**src/rtl/core/srst_pkg.sv**
```systemverilog
`timescale 1ns / 1ps
// ----------------------------------------------------------------------------
// srst_pkg
// Word types, codes and controller/datapath links for the range set tracker.
// ----------------------------------------------------------------------------
package srst_pkg;

    localparam int SEQ_W = 63;

    localparam logic [1:0] OP_INSERT = 2'd0;
    localparam logic [1:0] OP_ERASE  = 2'd1;
    localparam logic [1:0] OP_REPORT = 2'd2;
    localparam logic [1:0] OP_NONE   = 2'd3;

    localparam logic [2:0] ST_INSERTED  = 3'd0;
    localparam logic [2:0] ST_PRESENT   = 3'd1;
    localparam logic [2:0] ST_FULL      = 3'd2;
    localparam logic [2:0] ST_ERASED    = 3'd3;
    localparam logic [2:0] ST_NOT_FOUND = 3'd4;
    localparam logic [2:0] ST_REPORT    = 3'd5;

    typedef struct packed {
        logic [1:0]       opcode;
        logic [SEQ_W-1:0] range_low;
        logic [SEQ_W-1:0] range_high;
    } req_word_t;

    typedef struct packed {
        logic [2:0]       status;
        logic             span_valid;
        logic [SEQ_W-1:0] span_low;
        logic [SEQ_W-1:0] span_high;
        logic             last;
    } rsp_word_t;

    // controller state flags
    typedef struct packed {
        logic in_idle;
        logic in_read;
        logic in_scan;
        logic in_write2;
        logic in_tail;
        logic in_final;
    } srst_cmd_t;

    // datapath status
    typedef struct packed {
        logic start;
        logic table_empty;
        logic need_write2;
        logic next_done;
        logic idx_done;
        logic block;
    } srst_stat_t;

    function automatic rsp_word_t make_word(input logic [2:0] st, input logic vld,
                                            input logic [SEQ_W-1:0] lo,
                                            input logic [SEQ_W-1:0] hi,
                                            input logic lst);
        rsp_word_t w;
        w.status     = st;
        w.span_valid = vld;
        w.span_low   = vld ? lo : '0;
        w.span_high  = vld ? hi : '0;
        w.last       = lst;
        return w;
    endfunction

endpackage

```
**src/rtl/core/srst_ctrl.sv**
```systemverilog
`timescale 1ns / 1ps
// ----------------------------------------------------------------------------
// srst_ctrl
// Sequencer: accept, per-entry read/scan/second write, tail and final word.
// ----------------------------------------------------------------------------
module srst_ctrl
(
    input  logic                clk,
    input  logic                rst_n,
    input  srst_pkg::srst_stat_t st,
    output srst_pkg::srst_cmd_t  cmd
);

    typedef enum logic [2:0] {
        S_IDLE,
        S_READ,
        S_SCAN,
        S_WRITE2,
        S_TAIL,
        S_FINAL
    } state_t;

    state_t state_reg;
    state_t state_next;

    always_comb
    begin
        state_next = state_reg;
        case (state_reg)
            S_IDLE:
            begin
                if (st.start)
                begin
                    state_next = st.table_empty ? S_TAIL : S_READ;
                end
            end
            S_READ:
            begin
                state_next = S_SCAN;
            end
            S_SCAN:
            begin
                if (!st.block)
                begin
                    if (st.need_write2)
                    begin
                        state_next = S_WRITE2;
                    end
                    else
                    begin
                        state_next = st.next_done ? S_TAIL : S_READ;
                    end
                end
            end
            S_WRITE2:
            begin
                state_next = st.idx_done ? S_TAIL : S_READ;
            end
            S_TAIL:
            begin
                if (!st.block)
                begin
                    state_next = S_FINAL;
                end
            end
            S_FINAL:
            begin
                if (!st.block)
                begin
                    state_next = S_IDLE;
                end
            end
            default:
            begin
                state_next = S_IDLE;
            end
        endcase
    end

    always_ff @(posedge clk or negedge rst_n)
    begin
        if (!rst_n)
        begin
            state_reg <= S_IDLE;
        end
        else
        begin
            state_reg <= state_next;
        end
    end

    always_comb
    begin
        cmd.in_idle   = (state_reg == S_IDLE);
        cmd.in_read   = (state_reg == S_READ);
        cmd.in_scan   = (state_reg == S_SCAN);
        cmd.in_write2 = (state_reg == S_WRITE2);
        cmd.in_tail   = (state_reg == S_TAIL);
        cmd.in_final  = (state_reg == S_FINAL);
    end

endmodule

```
**config.mk**
```make
export PLATFORM = sky130hd
export DESIGN_NAME = srst_ctrl
export DESIGN_NICKNAME = d
export VERILOG_FILES = /design/src/rtl/core/srst_pkg.sv /design/src/rtl/core/srst_ctrl.sv
export SDC_FILE = /design/constraint.sdc
export NUM_CORES = 1
export LEC_CHECK = 0
export ABC_AREA = 0
export CAP_MARGIN = 20
export CORE_AREA = 4 4 41 43
export DETAILED_ROUTE_END_ITERATION = 10
export DIE_AREA = 0 0 45 47
export DONT_BUFFER_PORTS = 1
export HOLD_SLACK_MARGIN = 0.12
export PLACE_DENSITY = 0.34
export SETUP_SLACK_MARGIN = 0.3
export SYNTH_ARGS = -nofsm -noshare
export SYNTH_HDL_FRONTEND = slang
export SYNTH_SLANG_ARGS = --single-unit
```
**constraint.sdc**
```tcl
create_clock -name clk -period 1.4 [get_ports clk]
set_input_delay 0.28 -clock clk [delete_from_list [all_inputs] [get_ports clk]]
set_output_delay 0.28 -clock clk [all_outputs]
set_load 0.05 [all_outputs]
```
==> results of run 1 <==
## per-stage QoR
step                      area [um^2]  instances  hold slack [ns]  utilization (%)
after floorplan                 311.5         37         -0.01559                -
after global placement          405.4         58         -0.01549            31.15
after detailed placement        405.4         58         -0.01546            31.15
after CTS                       545.5         72           0.1997            41.92
after global routing            589.3         75           0.2050            45.29
final                           589.3         75           0.2253            45.29
## path summary, 6_finish.rpt
path,cells past startpoint,to,slack [ns]
worst max-delay path,3,cmd[3],-0.10
worst min-delay path,1,state_reg[0]$_DFFE_PN0P_,0.23
worst max register to register,6,state_reg[2]$_DFFE_PN0P_,-0.10
worst min register to register,3,state_reg[1]$_DFFE_PN0P_,0.74
max in group asynchronous,1,state_reg[0]$_DFFE_PN0P_,0.94
min in group asynchronous,1,state_reg[1]$_DFFE_PN0P_,0.30
## per-layer routing
layer | track usage (%) | routed length, um | up-vias
met3 | 4.215 | 81 | 2
met5 | 0 | 0 | -
met1 | 9.908 | 372 | 165
met2 | 18.36 | 547 | 14
met4 | 8.187 | 21 | 0
li1 | - | - | 170
## kinds of logic (layout without fill, tap and decap cells)
group,Yosys count,in the layout,synth area share (%)
and+or+nand+nor,15,15,32.90
AOI/OAI and AO/OA,10,10,22.37
buffers and inverters,9,32,18.42
DFF,3,3,26.32
## synth_stat cells
cell type / number / area share, %
nand3_1: 2 / 3.5
nand3b_1: 1 / 2.6
a32o_2: 1 / 3.9
a21oi_1: 3 / 5.3
nand2_1: 2 / 2.6
buf_4: 1 / 2.6
o211ai_1: 1 / 2.6
o21ai_1: 1 / 1.8
nor2_1: 3 / 3.9
dfrtp_1: 3 / 26
nor3b_4: 1 / 6.6
nor3b_1: 1 / 2.6
o22ai_1: 1 / 2.2
a22o_1: 1 / 3.1
nor2b_2: 1 / 3.1
and2_1: 1 / 2.2
nor3_1: 2 / 3.5
o21ai_0: 2 / 3.5
buf_6: 2 / 7.9
or3_1: 1 / 2.2
inv_1: 6 / 7.9
## final cells by class
cell class              count  share of cell area (%)
repair buffers             22                   39.92
multi-input cells          25                   35.24
flip-flops and latches      3                   13.38
clock buffers               4                   4.459
inverters                   6                   3.822
well taps                  15                   3.185
## where the power goes
part | total (mW) | internal (mW) | switching (mW)
logic | 1.25 | 0.628 | 0.627
clock network | 0.153 | 0.107 | 0.0461
registers | 0.204 | 0.135 | 0.0687
## worst max-delay path: cells and delay by family (launching register included)
kind,cells,cell delay (ns)
flip-flops,1,0.45
buffers and inverters,2,0.33
AND/OR/NAND/NOR,1,0.20
## what timing repair did
action / CTS / global route
resized for setup: 12 / 7
setup buffers: 9 / 3
hold buffers: 1 / 0
pin swaps: 11 / 4
hold endpoints to repair: 3 / 0
endpoints found under the setup margin: 8 / 9
==> results.yml, run 1 <==
yosys:
  syn_nets: 45
  syn_inst: 37
  syn_area_um2: 285.3
  postSynthAreaPerCell_um2: 7.710
  ys_types: 21
  ys_ff_latch: 3
  synth_warnings: 0
  ys_seq_area_share_pct: 26.32
clock_network:
  cts_made_buffers: 3
  cts_num_sinks: 3
  clock_latency_ns: 0.23
  htreeDepth: 1
  path_clk_slew_ns: 0.04
  cts_buffer_depth: 2
  root_buffer: "clkbuf_4"
  tritoncts: "yes"
hold_path:
  hold_path.class: "in2reg"
  hold_path_startpoint: "st[0]"
floorplanning:
  start_util_pct: 21.92
  core_um2: 1301
  die_area_um2: 2115
  die_w_um: 45
  dieHeight_um: 47
  rows: 13
  io_pins: 14
detailed_routing:
  drc: 0
  drtIter0Drc: 8
  avgRoutedWirePerCell_um: 13.63
  via_count: 351
  viasPerCell: 4.680
  first_pass_iters: 4
  ant_nets: 0
  wl_um: 1022
setup_path:
  crit_required_ns: 1.12
  startpoint: "state_reg[2]$_DFFE_PN0P_"
  r2r_start: "state_reg[2]$_DFFE_PN0P_"
  slowest_stage: "dfrtp_2"
  critPathMaxFanout: 5
  start_kind: "register"
  crit_chain: "buf_6 -> nor3b_4 -> buf_6"
  crit_top_cell: "buf_6"
  crit_path_end_kind: "output port"
  worstSetupPathType: "reg2out"
  critPathMaxStageDelay_ns: 0.45
  worstPathArrival_ns: 1.22
layout:
  drive_gt1_share_pct: 68.33
  multi_input_area_um2: 207.7
  n_antenna_cell: 0
  final_cell_mix: "buf_4, buf_6, inv_1"
  nets: 69
  nFillCells: 132
  synthToLayoutAreaGrowth_pct: 106.6
  regArea_um2: 78.83
  largest_reg_flops: 3
  layout_commonest_cell: "buf_4"
placement:
  pre_cts_ws_ns: 0.04978
  dp_hpwl_um: 629
  place_congestion: 0.7994
  io_buffer_count: 0
timing:
  fin_setup_tns_ns: -0.3760
  fmax_mhz: 665.9
  maxSlewViolCount: 0
  skew_ns: 0.001848
  tightest_slew_ns: 0.2418
  fin_crit_sh_pct: 107.3
  fin_crit_ns: 1.502
  hold_viol_final: 0
  setup_viol: 5
  relSlewSlack_pct: 83.81
  rsz0062_at_grt: "true"
  post-route-worst-setup-slack_ns: -0.1016
global_route:
  grt_pass1_vias: 367
  grt_usage_pct: 10.56
  grt_start_max_net_pins: 6
  grt_pass1_wl_um: 1531
  antenna_found_initial: 0
  grt_overflow: 0
power_and_ir_drop:
  p_leak_nw: 0.2679
  p_per_area_nw_per_um2: 2736
  ir_drop_v: 0.0009811
  total_power_mw: 1.612
status:
  status: "finished with violations"
  violations: "setup timing"
flow_run:
  drv_cap: 0
Note: power is estimated with default switching activity, not from simulation.
==> run 2: changes to the inputs <==
==> constraint.sdc (replaced) <==
create_clock -name clk -period 1.6 [get_ports clk]
set_input_delay 0.32 -clock clk [delete_from_list [all_inputs] [get_ports clk]]
set_output_delay 0.32 -clock clk [all_outputs]
set_load 0.05 [all_outputs]
==> results.yml, run 2 (synthesis gave the netlist of run 1 again) <==
status:
  status: "finished, final reports clean"
timing:
  relSlewSlack_pct: 75.77
  fmax_mhz: 656.6
  hold_viol_final: 0
  fin_setup_tns_ns: 0
  whs_ns: 0.2370
  setup_viol: 0
  skew_ns: 0.001216
  tightest_slew_ns: 0.3626
  fin_crit_ns: 1.523
  rsz0062_at_grt: "true"
  maxSlewViolCount: 0
  fin_crit_sh_pct: 95.18
layout:
  final_cell_mix: "buf_4, buf_6"
  nFillCells: 139
  n_antenna_cell: 0
  drive_gt1_share_pct: 64.91
  synthToLayoutAreaGrowth_pct: 93.42
  multi_input_area_um2: 205.2
  final_area_um2: 551.8
  largest_reg_flops: 3
  layout_commonest_cell: "buf_4"
  nets: 66
  regArea_um2: 78.83
power_and_ir_drop:
  p_leak_nw: 0.2497
  combPwrFrac_pct: 75.1
  switching_share_pct: 46.11
  p_switching_mw: 0.6255
  p_per_area_nw_per_um2: 2459
  p_int_mw: 0.7311
  ir_drop_v: 0.001070
  p_seq_share_pct: 15.5
  clock_power_share_pct: 9.5
setup_path:
  worstPathArrival_ns: 1.20
  critPathMaxFanout: 7
  start_kind: "register"
  crit_path_end_kind: "output port"
  crit_required_ns: 1.28
  worstSetupPathType: "reg2out"
  reg2regPathDepth: 6
detailed_routing:
  ant_nets: 0
  viasPerCell: 4.778
  via_count: 344
  wl_um: 915
  drc: 0
  first_pass_iters: 4
  avgRoutedWirePerCell_um: 12.71
  drtIter0Drc: 7
floorplanning:
  start_util_pct: 21.92
  dieHeight_um: 47
  core_um2: 1301
  die_w_um: 45
  rows: 13
  die_area_um2: 2115
  io_pins: 14
clock_network:
  path_clk_slew_ns: 0.04
  htreeDepth: 1
  cts_made_buffers: 3
  clock_latency_ns: 0.23
  cts_buffer_depth: 2
  root_buffer: "clkbuf_4"
  cts_num_sinks: 3
  tritoncts: "yes"
global_route:
  grt_overflow: 0
  grt_pass1_wl_um: 1407
  grtUsageMet3_pct: 2.682
  grt_pass1_vias: 359
  grt_start_max_net_pins: 8
  antenna_found_initial: 0
  grt_usage_pct: 10.06
  grt_util_met2_pct: 16.95
  use_met1_pct: 8.924
  top_usage_layer: "met2"
hold_path:
  hold_path.class: "in2reg"
  holdPathStages: 1
placement:
  io_buffer_count: 0
  place_congestion: 0.8096
  placed_area_um2: 382.9
  dp_hpwl_um: 691.7
flow_run:
  drv_cap: 0
==> run 2: layout make-up <==
type                            count  share of cell area [%]
Inverter                            6                   4.535
Tap cell                           15                   3.401
Clock buffer                        4                   4.762
Multi-Input combinational cell     25                   37.19
Timing Repair Buffer               19                   35.83
Sequential cell                     3                   14.29
==> run 2: per-layer routing <==
layer	routed length, um	part of all wire, %
met2	489	53
met5	0	0
met1	332	36
met3	66	7.2
met4	25	2.7
==> run 2: power groups by stage <==
| stage | Clock (mW) | Combinational [mW] | Sequential (mW) |
|---|---|---|---|
| CTS | 0.134 | 0.927 | 0.217 |
| global route | 0.143 | 1.09 | 0.218 |
| floorplan | 0 | 0.639 | 0.123 |
| detailed placement | 0 | 0.729 | 0.202 |
| finish | 0.129 | 1.02 | 0.210 |
| global placement | 0 | 0.721 | 0.197 |
==> run 2: per-stage QoR <==
step | worst slack [ns] | utilization, % | total power [mW] | instances
4_1_cts | 0.08935 | 39.13 | 1.277 | 68
6_report | 0.07706 | 42.40 | 1.357 | 72
2_1_floorplan | 0.1411 | - | 0.7611 | 37
3_3_place_gp | 0.1717 | 29.42 | 0.9177 | 56
3_5_place_dp | 0.1524 | 29.42 | 0.9314 | 56
5_1_grt | 0.04003 | 42.40 | 1.448 | 72
==> run 2: path summary, 6_finish.rpt <==
kind                                          start                       end  slack (ns)
hold reg to reg            state_reg[0]$_DFFE_PN0P_  state_reg[1]$_DFFE_PN0P_        0.69
hold / removal                                st[0]  state_reg[0]$_DFFE_PN0P_        0.24
min in group asynchronous                     rst_n  state_reg[0]$_DFFE_PN0P_        0.35
setup / recovery           state_reg[0]$_DFFE_PN0P_                    cmd[1]        0.08
setup reg to reg           state_reg[0]$_DFFE_PN0P_  state_reg[2]$_DFFE_PN0P_        0.20
max in group asynchronous                     rst_n  state_reg[2]$_DFFE_PN0P_        1.08
==> run 2: repair_timing <==
action                                  in CTS  in global routing
gates resized for setup                     17                  0
hold buffers                                 1                  0
buffers inserted                             7                  4
pin swaps                                    8                  6
endpoints found under the setup margin       8                  8
hold endpoints to repair                     3                  0
==> run 2: worst max-delay path, cell delays in order, from the launching register on <==
cell and delay [ns]:
dfrtp_2 0.46, buf_6 0.15, nor3_4 0.20, buf_12 0.16
==> run 3: changes to the inputs <==
--- a/config.mk
+++ b/config.mk
@@ -7,13 +7,17 @@
 export LEC_CHECK = 0
 export ABC_AREA = 0
 export CAP_MARGIN = 20
+export CELL_PAD_IN_SITES_DETAIL_PLACEMENT = 1
+export CELL_PAD_IN_SITES_GLOBAL_PLACEMENT = 2
 export CORE_AREA = 4 4 41 43
+export CTS_CLUSTER_SIZE = 30
 export DETAILED_ROUTE_END_ITERATION = 10
 export DIE_AREA = 0 0 45 47
 export DONT_BUFFER_PORTS = 1
 export HOLD_SLACK_MARGIN = 0.12
-export PLACE_DENSITY = 0.34
+export PLACE_DENSITY = 0.55
 export SETUP_SLACK_MARGIN = 0.3
+export SKIP_CTS_REPAIR_TIMING = 1
 export SYNTH_ARGS = -nofsm -noshare
 export SYNTH_HDL_FRONTEND = slang
 export SYNTH_SLANG_ARGS = --single-unit
==> results.yml, run 3 (synthesis gave the netlist of run 1 again) <==
floorplanning:
  die_area_um2: 2115
  io_pins: 14
  rows: 13
  die_w_um: 45
  start_util_pct: 21.92
  core_um2: 1301
  dieHeight_um: 47
layout:
  nFillCells: 173
  drive_gt1_share_pct: 56.00
  final_area_um2: 470.5
  synthToLayoutAreaGrowth_pct: 64.91
  n_antenna_cell: 0
  largest_reg_flops: 3
  final_cell_mix: "buf_6, buf_4"
  nets: 59
  regArea_um2: 78.83
  multi_input_area_um2: 193.9
power_and_ir_drop:
  combPwrFrac_pct: 73.2
  clock_power_share_pct: 11.2
  p_int_mw: 0.5974
  p_seq_share_pct: 15.6
  p_leak_nw: 0.2062
  p_switching_mw: 0.5892
  switching_share_pct: 49.65
  ir_drop_v: 0.0005839
  total_power_mw: 1.187
  p_per_area_nw_per_um2: 2522
timing:
  skew_ns: 0.002064
  setup_viol: 0
  maxSlewViolCount: 0
  fmax_mhz: 661.4
  rsz0062_at_grt: "true"
  relSlewSlack_pct: 76.28
  fin_crit_ns: 1.512
  hold_viol_final: 0
  tightest_slew_ns: 0.3549
  fin_crit_sh_pct: 94.49
detailed_routing:
  viasPerCell: 4.923
  drtIter0Drc: 3
  drc: 0
  via_count: 320
  wl_um: 882
  first_pass_iters: 4
  ant_nets: 0
  avgRoutedWirePerCell_um: 13.57
clock_network:
  cts_made_buffers: 3
  root_buffer: "clkbuf_4"
  cts_buffer_depth: 2
  cts_num_sinks: 3
  clock_latency_ns: 0.23
  tritoncts: "yes"
  path_clk_slew_ns: 0.03
  htreeDepth: 1
setup_path:
  critPathMaxFanout: 6
  start_kind: "register"
  r2r_slack_ns: 0.34
  crit_path_end_kind: "output port"
  crit_required_ns: 1.28
  worstPathArrival_ns: 1.19
  worstSetupPathType: "reg2out"
placement:
  place_congestion: 0.7057
  dp_hpwl_um: 650.8
  io_buffer_count: 0
  placed_area_um2: 382.9
global_route:
  grt_start_max_net_pins: 11
  grt_pass1_vias: 325
  grt_overflow: 0
  grt_usage_pct: 9.256
  grt_pass1_wl_um: 1317
  antenna_found_initial: 0
status:
  status: "finished, final reports clean"
flow_run:
  drv_cap: 0
hold_path:
  hold_path.class: "in2reg"
-- run 3: changes by cell type in the layout (fill, tap and decap cells not counted), sizes merged --
cell,delta
buf,-8
clkbuf,+1
-- run 3: layout make-up --
cell class	count	share of cell area, %
Clock buffer	4	5.585
Inverter	6	4.787
Multi-Input combinational cell	25	41.22
Sequential cell	3	16.76
Tap cell	15	3.989
Timing Repair Buffer	12	27.66
-- run 3: per-layer routing --
metal,track usage (%),share of wire (%)
met1,9.132,38
met2,14.12,52
met4,10.53,1.5
met3,3.448,7.8
met5,0,0
-- run 3: worst paths after layout --
path / start / cells after the start / end
max in group asynchronous: rst_n / 1 / state_reg[2]$_DFFE_PN0P_
hold reg to reg: state_reg[0]$_DFFE_PN0P_ / 2 / state_reg[1]$_DFFE_PN0P_
setup reg to reg: state_reg[0]$_DFFE_PN0P_ / 5 / state_reg[0]$_DFFE_PN0P_
setup / recovery: state_reg[2]$_DFFE_PN0P_ / 2 / cmd[4]
min in group asynchronous: rst_n / 1 / state_reg[1]$_DFFE_PN0P_
hold / removal: st[0] / 1 / state_reg[0]$_DFFE_PN0P_
-- run 3: power by group through the flow --
stage	clock network, mW	logic, mW	registers [mW]
CTS	0.142	0.729	0.201
global route	0.143	0.934	0.194
detailed placement	0	0.726	0.201
floorplan	0	0.639	0.123
finish	0.133	0.869	0.185
global placement	0	0.720	0.198
-- run 3: worst max-delay path: stages, from the launching register on --
cell	delay (ns)
dfrtp_2	0.47
nor2b_2	0.16
and2_2	0.33
-- run 3: per-stage QoR --
step	instances	setup TNS, ns	util [%]	hold WS, ns	setup WS [ns]
final	65	0	36.15	0.2378	0.08814
after floorplan	37	0	-	0.02441	0.1411
after CTS	60	-0.4758	31.44	-0.2311	-0.1928
after global placement	56	0	29.42	0.02449	0.1078
after global routing	65	0	36.15	0.2469	0.02533
after detailed placement	56	0	29.42	0.02451	0.05866
